File: src/design/deq_pkg.sv
// Shared constants, codes and control structures for the double-ended queue.
// Used by every module of the design folder except deq_ram; depends on nothing.
package deq_pkg;

    localparam int CAPACITY_DEFAULT = 16;

    localparam int DATA_W     = 32;
    localparam int OP_W       = 2;
    localparam int STATUS_W   = 2;
    localparam int OCC_W      = 5;
    localparam int S_TDATA_W  = 40;
    localparam int M_TDATA_W  = 40;

    localparam logic [OP_W-1:0] OP_PUSH_FRONT = 2'd0;
    localparam logic [OP_W-1:0] OP_PUSH_BACK  = 2'd1;
    localparam logic [OP_W-1:0] OP_POP_FRONT  = 2'd2;
    localparam logic [OP_W-1:0] OP_POP_BACK   = 2'd3;

    localparam logic [STATUS_W-1:0] ST_OK    = 2'd0;
    localparam logic [STATUS_W-1:0] ST_EMPTY = 2'd1;
    localparam logic [STATUS_W-1:0] ST_FULL  = 2'd2;

    // Commands from the controller to the datapath.
    typedef struct packed {
        logic accept;     // an input transaction is taken this cycle
        logic load_read;  // the RAM read data is captured as the popped value
    } deq_cmd_t;

    // Status from the datapath to the controller.
    typedef struct packed {
        logic needs_read; // the offered operation is a pop on a non-empty queue
    } deq_stat_t;

endpackage

File: src/design/deq_ram.sv
// Generic simple dual-port RAM: one write port and one read port with registered data.
// Stand-alone; no package dependency.
module deq_ram #(
    parameter int WIDTH = 32,
    parameter int DEPTH = 16
) (
    input  logic                     clk,
    input  logic                     we,
    input  logic [$clog2(DEPTH)-1:0] waddr,
    input  logic [WIDTH-1:0]         wdata,
    input  logic                     re,
    input  logic [$clog2(DEPTH)-1:0] raddr,
    output logic [WIDTH-1:0]         rdata
);

    logic [WIDTH-1:0] mem_reg [DEPTH];
    logic [WIDTH-1:0] rdata_reg;

    always_ff @(posedge clk)
    begin
        if (we)
        begin
            mem_reg[waddr] <= wdata;
        end
        if (re)
        begin
            rdata_reg <= mem_reg[raddr];
        end
    end

    assign rdata = rdata_reg;

endmodule

File: src/design/deq_ctrl.sv
// Controller of the double-ended queue: handshakes, read wait state and result valid.
// Depends on deq_pkg for the command and status structures.
module deq_ctrl (
    input  logic               clk,
    input  logic               rst_n,
    input  logic               in_valid,
    output logic               in_ready,
    output logic               out_valid,
    input  logic               out_ready,
    input  deq_pkg::deq_stat_t stat,
    output deq_pkg::deq_cmd_t  cmd
);

    localparam logic S_IDLE = 1'b0;
    localparam logic S_READ = 1'b1;

    logic state_reg;
    logic state_next;
    logic out_valid_reg;
    logic out_valid_next;
    logic accept;
    logic load_direct;

    // A new transaction is taken only when no pop is in flight and the result
    // register is empty or being emptied in this cycle.
    assign in_ready    = (state_reg == S_IDLE) && (!out_valid_reg || out_ready);
    assign accept      = in_valid && in_ready;
    assign load_direct = accept && !stat.needs_read;

    assign cmd.accept    = accept;
    assign cmd.load_read = (state_reg == S_READ);

    always_comb
    begin
        state_next = state_reg;
        case (state_reg)
            S_IDLE:
            begin
                if (accept && stat.needs_read)
                begin
                    state_next = S_READ;
                end
            end
            S_READ:
            begin
                state_next = S_IDLE;
            end
            default:
            begin
                state_next = S_IDLE;
            end
        endcase
    end

    always_comb
    begin
        out_valid_next = out_valid_reg;
        if (load_direct || cmd.load_read)
        begin
            out_valid_next = 1'b1;
        end
        else if (out_ready)
        begin
            out_valid_next = 1'b0;
        end
    end

    always_ff @(posedge clk or negedge rst_n)
    begin
        if (!rst_n)
        begin
            state_reg     <= S_IDLE;
            out_valid_reg <= 1'b0;
        end
        else
        begin
            state_reg     <= state_next;
            out_valid_reg <= out_valid_next;
        end
    end

    assign out_valid = out_valid_reg;

endmodule

File: src/design/deq_datapath.sv
// Datapath of the double-ended queue: front index, count, ring RAM and result register.
// Depends on deq_pkg and instantiates deq_ram.
module deq_datapath #(
    parameter int CAPACITY = deq_pkg::CAPACITY_DEFAULT
) (
    input  logic                             clk,
    input  logic                             rst_n,
    input  logic [deq_pkg::OP_W-1:0]         op,
    input  logic signed [deq_pkg::DATA_W-1:0] push_value,
    input  deq_pkg::deq_cmd_t                cmd,
    output deq_pkg::deq_stat_t               stat,
    output logic signed [deq_pkg::DATA_W-1:0] pop_value,
    output logic [deq_pkg::STATUS_W-1:0]     status,
    output logic [deq_pkg::OCC_W-1:0]        occupancy
);

    localparam int IW = $clog2(CAPACITY);
    localparam int CW = $clog2(CAPACITY + 1);
    localparam logic [CW:0]   CAP_S    = (CW+1)'(CAPACITY);
    localparam logic [CW-1:0] CAP_C    = CW'(CAPACITY);
    localparam logic [IW-1:0] LAST_IDX = IW'(CAPACITY - 1);

    logic [IW-1:0] front_reg;
    logic [IW-1:0] front_next;
    logic [CW-1:0] count_reg;
    logic [CW-1:0] count_next;

    logic signed [deq_pkg::DATA_W-1:0] pop_value_reg;
    logic [deq_pkg::STATUS_W-1:0]      status_reg;
    logic [deq_pkg::STATUS_W-1:0]      status_next;
    logic [deq_pkg::OCC_W-1:0]         occ_reg;

    logic          is_push;
    logic          full;
    logic          empty;
    logic [CW:0]   sum_back;
    logic [CW:0]   sum_last;
    logic [CW:0]   sum_inc;
    logic [IW-1:0] back_slot;
    logic [IW-1:0] last_slot;
    logic [IW-1:0] front_inc;
    logic [IW-1:0] front_dec;
    logic          ram_we;
    logic [IW-1:0] ram_waddr;
    logic [IW-1:0] ram_raddr;
    logic [deq_pkg::DATA_W-1:0] ram_rdata;

    assign is_push = (op == deq_pkg::OP_PUSH_FRONT) || (op == deq_pkg::OP_PUSH_BACK);
    assign full    = (count_reg == CAP_C);
    assign empty   = (count_reg == '0);

    assign stat.needs_read = !is_push && !empty;

    // Ring positions: each sum stays below twice the capacity, so one
    // compare and subtract wraps it.
    assign sum_back = (CW+1)'(front_reg) + (CW+1)'(count_reg);
    assign sum_last = sum_back - (CW+1)'(1);
    assign sum_inc  = (CW+1)'(front_reg) + (CW+1)'(1);

    assign back_slot = (sum_back >= CAP_S) ? IW'(sum_back - CAP_S) : IW'(sum_back);
    assign last_slot = (sum_last >= CAP_S) ? IW'(sum_last - CAP_S) : IW'(sum_last);
    assign front_inc = (sum_inc >= CAP_S)  ? IW'(sum_inc - CAP_S)  : IW'(sum_inc);
    assign front_dec = (front_reg == '0) ? LAST_IDX : front_reg - IW'(1);

    assign ram_we    = cmd.accept && is_push && !full;
    assign ram_waddr = (op == deq_pkg::OP_PUSH_FRONT) ? front_dec : back_slot;
    assign ram_raddr = (op == deq_pkg::OP_POP_FRONT) ? front_reg : last_slot;

    always_comb
    begin
        front_next  = front_reg;
        count_next  = count_reg;
        status_next = deq_pkg::ST_OK;
        case (op)
            deq_pkg::OP_PUSH_FRONT:
            begin
                if (full)
                begin
                    status_next = deq_pkg::ST_FULL;
                end
                else
                begin
                    front_next = front_dec;
                    count_next = count_reg + CW'(1);
                end
            end
            deq_pkg::OP_PUSH_BACK:
            begin
                if (full)
                begin
                    status_next = deq_pkg::ST_FULL;
                end
                else
                begin
                    count_next = count_reg + CW'(1);
                end
            end
            deq_pkg::OP_POP_FRONT:
            begin
                if (empty)
                begin
                    status_next = deq_pkg::ST_EMPTY;
                end
                else
                begin
                    front_next = front_inc;
                    count_next = count_reg - CW'(1);
                end
            end
            deq_pkg::OP_POP_BACK:
            begin
                if (empty)
                begin
                    status_next = deq_pkg::ST_EMPTY;
                end
                else
                begin
                    count_next = count_reg - CW'(1);
                end
            end
            default:
            begin
                status_next = deq_pkg::ST_OK;
            end
        endcase
    end

    always_ff @(posedge clk or negedge rst_n)
    begin
        if (!rst_n)
        begin
            front_reg <= '0;
            count_reg <= '0;
        end
        else if (cmd.accept)
        begin
            front_reg <= front_next;
            count_reg <= count_next;
        end
    end

    // Result register: filled at acceptance; a successful pop overwrites the
    // value in the following cycle with the RAM read data.
    always_ff @(posedge clk)
    begin
        if (cmd.accept)
        begin
            pop_value_reg <= '0;
            status_reg    <= status_next;
            occ_reg       <= deq_pkg::OCC_W'(count_next);
        end
        else if (cmd.load_read)
        begin
            pop_value_reg <= ram_rdata;
        end
    end

    deq_ram #(
        .WIDTH (deq_pkg::DATA_W),
        .DEPTH (CAPACITY)
    ) u_ram (
        .clk   (clk),
        .we    (ram_we),
        .waddr (ram_waddr),
        .wdata (push_value),
        .re    (cmd.accept),
        .raddr (ram_raddr),
        .rdata (ram_rdata)
    );

    assign pop_value = pop_value_reg;
    assign status    = status_reg;
    assign occupancy = occ_reg;

endmodule

File: src/design/double_ended_queue.sv
// A push, a push on a full queue or a pop on an empty queue shows its result in the cycle
// after acceptance; a successful pop shows it once the RAM read data is loaded in the read wait state.
// Pushes and error transactions are taken one per cycle while the result is taken at once;
// a successful pop holds off new transactions in its read wait state, since only one is held at a time.
// Reset (rst_n, asynchronous, active low) empties the queue and the result stage; the
// entry RAM is not cleared, as the read data of a slot is used only after it has been written.
module double_ended_queue #(
    parameter int CAPACITY = deq_pkg::CAPACITY_DEFAULT
) (
    input  logic                            clk,
    input  logic                            rst_n,
    input  logic                            s_tvalid,
    output logic                            s_tready,
    // s_tdata, from bit 0 up: op [1:0], push_value [33:2], zero padding [39:34].
    input  logic [deq_pkg::S_TDATA_W-1:0]   s_tdata,
    output logic                            m_tvalid,
    input  logic                            m_tready,
    // m_tdata, from bit 0 up: pop_value [31:0], status [33:32], occupancy [38:34],
    // zero padding [39].
    output logic [deq_pkg::M_TDATA_W-1:0]   m_tdata
);

    deq_pkg::deq_cmd_t  cmd;
    deq_pkg::deq_stat_t stat;

    logic [deq_pkg::OP_W-1:0]          op;
    logic signed [deq_pkg::DATA_W-1:0] push_value;
    logic signed [deq_pkg::DATA_W-1:0] pop_value;
    logic [deq_pkg::STATUS_W-1:0]      status;
    logic [deq_pkg::OCC_W-1:0]         occupancy;

    // Unpack the incoming transaction.
    assign op         = s_tdata[deq_pkg::OP_W-1:0];
    assign push_value = s_tdata[deq_pkg::OP_W +: deq_pkg::DATA_W];

    // The controller owns the handshakes and the wait state for a pop's
    // read data; the datapath owns the ring pointers, the RAM and the result.
    deq_ctrl u_ctrl (
        .clk       (clk),
        .rst_n     (rst_n),
        .in_valid  (s_tvalid),
        .in_ready  (s_tready),
        .out_valid (m_tvalid),
        .out_ready (m_tready),
        .stat      (stat),
        .cmd       (cmd)
    );

    deq_datapath #(
        .CAPACITY (CAPACITY)
    ) u_datapath (
        .clk        (clk),
        .rst_n      (rst_n),
        .op         (op),
        .push_value (push_value),
        .cmd        (cmd),
        .stat       (stat),
        .pop_value  (pop_value),
        .status     (status),
        .occupancy  (occupancy)
    );

    // Pack the result transaction, the spare top bit held at zero.
    assign m_tdata = {1'b0, occupancy, status, pop_value};

endmodule

File: config.mk
export PLATFORM = sky130hd
export DESIGN_NAME = double_ended_queue
export DESIGN_NICKNAME = d
export VERILOG_FILES = /design/src/design/deq_pkg.sv /design/src/design/deq_ram.sv /design/src/design/deq_ctrl.sv /design/src/design/deq_datapath.sv /design/src/design/double_ended_queue.sv
export SDC_FILE = /design/constraint.sdc
export NUM_CORES = 1
export LEC_CHECK = 0
export BUFFER_PORTS_ARGS = -buffer_cell sky130_fd_sc_hd__clkbuf_2
export CORE_UTILIZATION = 60
export CTS_CLUSTER_DIAMETER = 50
export DETAILED_ROUTE_END_ITERATION = 8
export PLACE_DENSITY_LB_ADDON = 0.25
export RECOVER_POWER = 25
export SLEW_MARGIN = 0
export SYNTH_ARGS = -nofsm -noshare
export SYNTH_HDL_FRONTEND = slang
export SYNTH_SLANG_ARGS = --single-unit
File: constraint.sdc
create_clock -name clk -period 11.64 [get_ports clk]
set_input_delay 0.582 -clock clk [delete_from_list [all_inputs] [get_ports clk]]
set_output_delay 0.582 -clock clk [all_outputs]
set_load 0.1 [all_outputs]
### Word level (Yosys, flattened, before mapping)

Memory sizes are Yosys's and may differ from the RTL's. A register that Yosys moved wholly into a read port is not among the register bits.
Index checks and enable logic that the tools add are counted.

| word-level totals | value |
|---|---|
| bits in registers | 50 |
| word-level logic and storage cells | 71 |
| input bits | 44 |
| RAM bits | 512 |
| memories | 1 |
| output and inout bits | 42 |

Memories:

| memory | words | width | rd ports | clocked after memory_dff | write ports | line | RTL |
|---|---|---|---|---|---|---|---|
| u_datapath.u_ram.mem_reg | 16 | 32 | 1 | 1 | 1 | deq_ram.sv:16 | `logic [WIDTH-1:0] mem_reg [DEPTH];` |

| cells by class | value |
|---|---|
| reductions and logical operators | 23 |
| bitwise gates (word level) | 1 |
| mux-type cells | 21 |
| eq/ne operators | 6 |
| add/subtract/negate cells | 9 |
| magnitude comparators | 3 |

Operators by type and width:

| operator | count |
|---|---|
| 4-bit two-way mux | 8 |
| 4-bit by 1-bit subtractor with 4-bit output, second input constant | 4 |
| 6-bit by 5-bit greater-or-equal comparator with 1-bit output, second input constant | 2 |
| 5-bit two-way mux | 2 |
| 5-bit case mux with 2 select lines | 1 |
| 4-bit case mux with 2 select lines | 1 |
| 1-bit logical AND | 7 |
| 4-bit by 5-bit adder with 6-bit output | 1 |
| 1-bit two-way mux | 6 |
| 6-bit by 1-bit subtractor with 6-bit output, second input constant | 1 |
| 4-bit by 1-bit adder with 5-bit output, second input constant | 1 |
| 5-bit by 1-bit adder with 5-bit output, second input constant | 1 |
| 5-bit == test, second input constant | 1 |
| 5-bit greater-or-equal comparator, second input constant | 1 |
| 1-bit logical NOT | 5 |
| 5-bit logical NOT | 1 |
| 5-bit by 1-bit subtractor with 5-bit output, second input constant | 1 |
| 2-bit == test, second input constant | 2 |
| 4-bit logical NOT | 1 |
| 2-bit != test, second input constant | 2 |
| 2-bit case mux with 2 select lines | 1 |
| 4-bit AND reduction | 1 |
| 2-bit nonzero test | 2 |
| 2-bit OR reduction | 2 |
| 6 further kinds | 8 |

### Depth between registers and ports, before layout

| logic depth | value |
|---|---|
| depth in word-level cells | 8 |
| mapped depth | 9 |
| mapped depth without buffers | 8 |

### Modules after synthesis

Synthesis repeated with hierarchy kept, for this count alone.

| unflattened totals | value |
|---|---|
| cells, all modules | 1089 |
| area, all modules | 22659.2 µm² |

Modules (own cells, without submodules):

| module | area an instance (µm²) | cells each | instances | sequential area each (µm²) |
|---|---|---|---|---|
| deq_ram | 20174.3 | 838 | 1 | 16335.7 |
| deq_datapath | 2357.3 | 238 | 1 | 1076.0 |
| deq_ctrl | 116.4 | 11 | 1 | 50.0 |
| double_ended_queue | 11.3 | 2 | 1 | 0.0 |

### Worst setup path after synthesis

No wires, ideal clock.

| path | value |
|---|---|
| kind | reg-to-reg |
| start | register u_ctrl.out_valid_reg, in the netlist u_ctrl.out_valid |
| end | memory u_datapath.u_ram.mem_reg[3][0] (enable) |
| slack | 7.834 ns |
| arrival | 3.385 ns |
| stages on the path, launching flop included | 7 |
| buffers on the path | 1 |
| library setup time | 0.421 ns |
| required time | 11.219 ns |
| cells stage by stage | dfrtp_1 -> a211o_1 -> clkbuf_1 -> or3b_2 -> nor2b_1 -> nand2_1 -> nor2_1 |

| between the ends | value |
|---|---|
| cells in the longest elaborated chain, start to end | 8 |

RTL lines:

| item | line | RTL |
|---|---|---|
| from (decl) | deq_ctrl.sv:19 | `logic out_valid_reg;` |
| from (signal assigned) | deq_ctrl.sv:78 | `out_valid_reg <= out_valid_next;` |
| 1-bit logical NOT | deq_ctrl.sv:26 | `assign in_ready = (state_reg == S_IDLE) && (!out_valid_reg \|\| out_ready);` |
| 1-bit logical OR | deq_ctrl.sv:26 |  |
| 1-bit logical AND | deq_ctrl.sv:26 |  |
| 1-bit logical AND | deq_ctrl.sv:27 | `assign accept = in_valid && in_ready;` |
| 1-bit logical AND (2 in series) | deq_datapath.sv:65 | `assign ram_we = cmd.accept && is_push && !full;` |
| 1-bit two-way mux | deq_ram.sv:21 | `if (we)` |
| 1-bit two-way mux (not written as such) | deq_ram.sv:23 | `mem_reg[waddr] <= wdata;` |
| to (decl) | deq_ram.sv:16 |  |

Every way passes these cells.

### Final worst setup path

| path | value |
|---|---|
| start | register u_datapath.front_reg[0] |
| end | register u_datapath.u_ram.rdata_reg[22], in the netlist u_datapath.u_ram.rdata[22] (read register of u_datapath.u_ram.mem_reg) (data pin) |

| between the ends | value |
|---|---|
| cells in the longest elaborated chain, start to end | 5 |
| elaborated cells between the ends (all ways) | 6 |
| classes of those cells | 3 x add/sub; 1 x order compare; 2 x mux |

RTL lines:

| item | line | RTL |
|---|---|---|
| from (decl) | deq_datapath.sv:23 | `logic [IW-1:0] front_reg;` |
| from (signal assigned) | deq_datapath.sv:137 | `front_reg <= front_next;` |
| 4-bit by 5-bit adder with 6-bit output | deq_datapath.sv:56 | `assign sum_back = (CW+1)'(front_reg) + (CW+1)'(count_reg);` |
| 6-bit by 1-bit subtractor with 6-bit output | deq_datapath.sv:57 | `assign sum_last = sum_back - (CW+1)'(1);` |
| 6-bit by 5-bit greater-or-equal comparator with 1-bit output / 4-bit by 1-bit subtractor with 4-bit output (equally long branches) | deq_datapath.sv:61 | `assign last_slot = (sum_last >= CAP_S) ? IW'(sum_last - CAP_S) : IW'(sum_last);` |
| 4-bit two-way mux | deq_datapath.sv:61 |  |
| 4-bit two-way mux (*) | deq_datapath.sv:67 | `assign ram_raddr = (op == deq_pkg::OP_POP_FRONT) ? front_reg : last_slot;` |
| to (decl) | deq_ram.sv:17 | `logic [WIDTH-1:0] rdata_reg;` |

Every way passes the cells marked *; elsewhere a longest branch is shown, timed or not.
A chain may end at the register's enable or synchronous reset.

==> results.json <==
{
  "r2r_slack_ps": 7480,
  "timing.rr.start": "u_datapath.front_reg[0]$_DFFE_PN0P_",
  "number_of_flip_flops_under_the_largest_register_name": 512,
  "crit-reg2reg-capture": "u_datapath.u_ram.rdata[22]$_DFFE_PP_",
  "synth_fp_nets": 1079,
  "timing.clock.skew_ps": 19.4,
  "synth.top_cells.by_area": "sky130_fd_sc_hd__edfxtp_1, sky130_fd_sc_hd__mux4_2, sky130_fd_sc_hd__dfxtp_1",
  "share_clk_of_total_power_pct": 22.5,
  "grt_pass1_vias": 10700,
  "start_util_pct": 61.5,
  "number_of_pins_with_negative_max_slew_slack_in_the_final_report": 0,
  "post_synth.cell_area_avg_sq_um": 22.1,
  "status": "finished, final reports clean",
  "worstSetupEndpoint": "u_datapath.u_ram.rdata[22]$_DFFE_PP_",
  "synth_largest_type_area_fraction_pct": 72.8,
  "worst_ep_required_time_ps": 11980,
  "yosys.area.top_type": "sky130_fd_sc_hd__edfxtp_1",
  "power.combinational.fraction_pct": 43.5,
  "achievable-frequency_mhz": 240,
  "worstSetupEndpointType": "flip-flop",
  "drtIter0Drc": 804,
  "min_period_over_period_pct": 35.8,
  "global_route.usage.total_pct": 24.6,
  "switching_power_as_a_share_of_total_power_pct": 34.1,
  "tritoncts.num_buffers": 59,
  "fin_util_pct": 69.7,
  "final_hold_vio_count": 0,
  "highest_layer": "met4",
  "switching_power_uw": 2850,
  "io_pins": 86,
  "finalWirelength_um": 45300,
  "ctsRootBufferMaster": "sky130_fd_sc_hd__clkbuf_16",
  "tritoncts": "yes",
  "finish.instance_area_sq_um": 25800,
  "met3_wirelength_um": 2990,
  "seq_power_share_pct": 34.0,
  "dr_wl_met2_um": 22800,
  "max-slew-margin-rel_pct": 28.6,
  "max_slew.worst_pin.slew_ps": 1070,
  "ys_seq_area_share_pct": 76.9,
  "power.ir.vdd_worst_v": 0.000481,
  "grt_overflow_total": 0,
  "cts.repair.resized": 0,
  "dpl.hpwl_um": 21700,
  "wire_per_inst_um": 26.8,
  "pwr_density_cell_nw_per_um2": 324,
  "clock_tree.buffer_depth": 3,
  "area_growth_syn_to_layout_pct": 13.4,
  "synthesis.area_sq_um": 22700,
  "insertion_delay_ps": 610,
  "die_h_um": 197,
  "core.rowCount": 70,
  "setup_viol": 0,
  "synth_edf_count": 551,
  "synth.yosys.warnings": 0,
  "core_region_area_sq_um": 37000,
  "grt_max_degree": 70,
  "rr_worst_depth": 7,
  "worst_setup_path_startpoint": "u_datapath.front_reg[0]$_DFFE_PN0P_",
  "clkSlewWorstSetupHoldPaths_ps": 60,
  "placedInstanceArea_sq_um": 23800,
  "drv_cap": 0,
  "via_count": 10500,
  "most_common_cell_after_layout_fill_and_taps_aside": "sky130_fd_sc_hd__edfxtp_1",
  "final_cell_mix": "sky130_fd_sc_hd__edfxtp_1, sky130_fd_sc_hd__mux4_2, sky130_fd_sc_hd__clkbuf_16, sky130_fd_sc_hd__clkbuf_2, sky130_fd_sc_hd__nor2_1",
  "wire_length_of_the_first_global_routing_pass_um": 68300,
  "layout-drive-gt1-share_pct": 29.7,
  "htree_num_levels": 2,
  "dieWidth_um": 197,
  "static-leakage-power_uw": 0.00834,
  "ys_ff_latch": 594,
  "rsz_0062_raised_after_global_routing": "false",
  "synth.lib_cells_used.distinct": 45,
  "nFillCells": 2255,
  "min_path_type": "primary input to flip-flop",
  "ant_nets": 0,
  "routed_via_density": 6.20,
  "tritoncts_num_sinks": 594,
  "port_buffers": 78,
  "setup_total_negative_slack_ps": 0,
  "worst_ep_arrival_time_ps": 4510,
  "asyncSetResetFlopFracSynth_pct": 1.85,
  "fin_nets": 1190,
  "route.layer.met1.wl_um": 18600,
  "gp_routability_congestion": 0.775,
  "setup.worst_path.start_class": "flip-flop",
  "dieArea_sq_um": 38600,
  "postCtsSetupBuffers": 0,
  "worst-path-max-fanout": 42,
  "number_of_cells_produced_by_synthesis": 1026,
  "antenna_found_initial": 1,
  "timing.final.crit_period_ps": 4160,
  "setup.worst_path.class": "flip-flop to flip-flop",
  "detail_route.drc_violations": 0,
  "p_int_uw": 5500,
  "detail_route.first_pass.iterations": 5,
  "synth_ff_type": "sky130_fd_sc_hd__edfxtp_1"
}
[area by class of cell]
type                       instances  area (sq um)  share of cell area (%)
clock inverter                    24           256                   0.996
sequential                       594         17500                    67.8
multi-input combinational        369          5110                    19.9
timing repair buffer             104           561                    2.18
inverter                           9          35.0                   0.136
tap                              504           631                    2.45
antenna                            1          2.50                 0.00972
clock buffer                      86          1690                    6.56
[power by group through the flow]
stage / Clock (uW) / Combinational, uW / Sequential, uW
floorplan: 0 / 2550 / 3160
global placement: 0 / 3620 / 2870
detailed placement: 0 / 3660 / 2880
CTS: 1910 / 3710 / 2840
global route: 1990 / 3890 / 2860
finish: 1880 / 3630 / 2840
[stage by stage]
stage                     worst slack (ps)  hold slack [ps]  instances  total power [uW]
final                                 7480              193       1691              8360
after CTS                             7360              168       1690              8460
after floorplan                       7830              286       1026              5710
after detailed placement              6740              477       1579              6550
after global placement                6780              462       1579              6490
after global routing                  7110              205       1691              8740
[what timing repair did]
action                                 4_1_cts  5_1_grt
endpoints found under the hold margin       11        0
hold buffers                                 1        0
setup endpoints to repair                    0        0
[kinds of logic (layout without fill, tap and decap cells)]
logic type | Yosys count | in the layout | synth area share (%)
flops | 594 | 594 | 76.9
mux | 197 | 197 | 17.5
simple gates | 112 | 112 | 2.19
buf+inv | 63 | 223 | 1.33
compound gates | 39 | 39 | 1.06
xor+xnor | 11 | 11 | 0.518
fa+ha+maj | 9 | 9 | 0.529
other cells | 1 | 2 | 0.0165
[worst min-delay path by stage]
| stage | endpoint | start | cells past startpoint | slack (ps) |
|---|---|---|---|---|
| floorplan | u_ctrl.out_valid$_DFFE_PN0P_ | rst_n | 0 | 290 |
| global placement | u_datapath.pop_value[8]$_SDFFE_PP0P_ | u_datapath.u_ram.rdata[8]$_DFFE_PP_ | 2 | 460 |
| detailed placement | u_datapath.pop_value[10]$_SDFFE_PP0P_ | u_datapath.u_ram.rdata[10]$_DFFE_PP_ | 2 | 480 |
| CTS | u_ctrl.out_valid$_DFFE_PN0P_ | s_tvalid | 3 | 170 |
| global route | u_ctrl.out_valid$_DFFE_PN0P_ | s_tvalid | 3 | 200 |
| finish | u_ctrl.out_valid$_DFFE_PN0P_ | s_tvalid | 3 | 190 |
[critical path, cell delays in order (launching register included)]
cell and delay, ps:
sky130_fd_sc_hd__dfrtp_1 480, sky130_fd_sc_hd__ha_1 380, sky130_fd_sc_hd__nand2_1 100, sky130_fd_sc_hd__o21ai_4 370, sky130_fd_sc_hd__buf_4 620, sky130_fd_sc_hd__buf_4 760, sky130_fd_sc_hd__mux4_2 620, sky130_fd_sc_hd__mux4_2 500
[cells in the mapped netlist (2+ instances only)]
cell type and count:
sky130_fd_sc_hd__buf_1 4, sky130_fd_sc_hd__a21oi_1 15, sky130_fd_sc_hd__nor2_1 64, sky130_fd_sc_hd__dfxtp_1 32, sky130_fd_sc_hd__a31oi_1 5, sky130_fd_sc_hd__mux4_2 160
sky130_fd_sc_hd__mux2i_1 37, sky130_fd_sc_hd__inv_1 9, sky130_fd_sc_hd__dfrtp_1 11, sky130_fd_sc_hd__buf_2 20, sky130_fd_sc_hd__ha_1 8, sky130_fd_sc_hd__or3b_2 2
sky130_fd_sc_hd__a21o_1 3, sky130_fd_sc_hd__nand3b_1 2, sky130_fd_sc_hd__nor3_1 4, sky130_fd_sc_hd__o21ai_0 6, sky130_fd_sc_hd__o31ai_1 3, sky130_fd_sc_hd__nor2b_1 3
sky130_fd_sc_hd__xor2_1 3, sky130_fd_sc_hd__nand2b_1 6, sky130_fd_sc_hd__buf_6 2, sky130_fd_sc_hd__edfxtp_1 551, sky130_fd_sc_hd__nand2_1 22, sky130_fd_sc_hd__nand3_1 2
sky130_fd_sc_hd__buf_4 7, sky130_fd_sc_hd__clkbuf_1 21, sky130_fd_sc_hd__xnor2_1 6
[layer usage]
metal,vias up,track usage [%]
met1,5543,35.3
met3,73,4.30
li1,4470,-
met4,0,6.95
met2,396,39.9
met5,-,0
No activity file was read; power rests on OpenSTA's default activity.
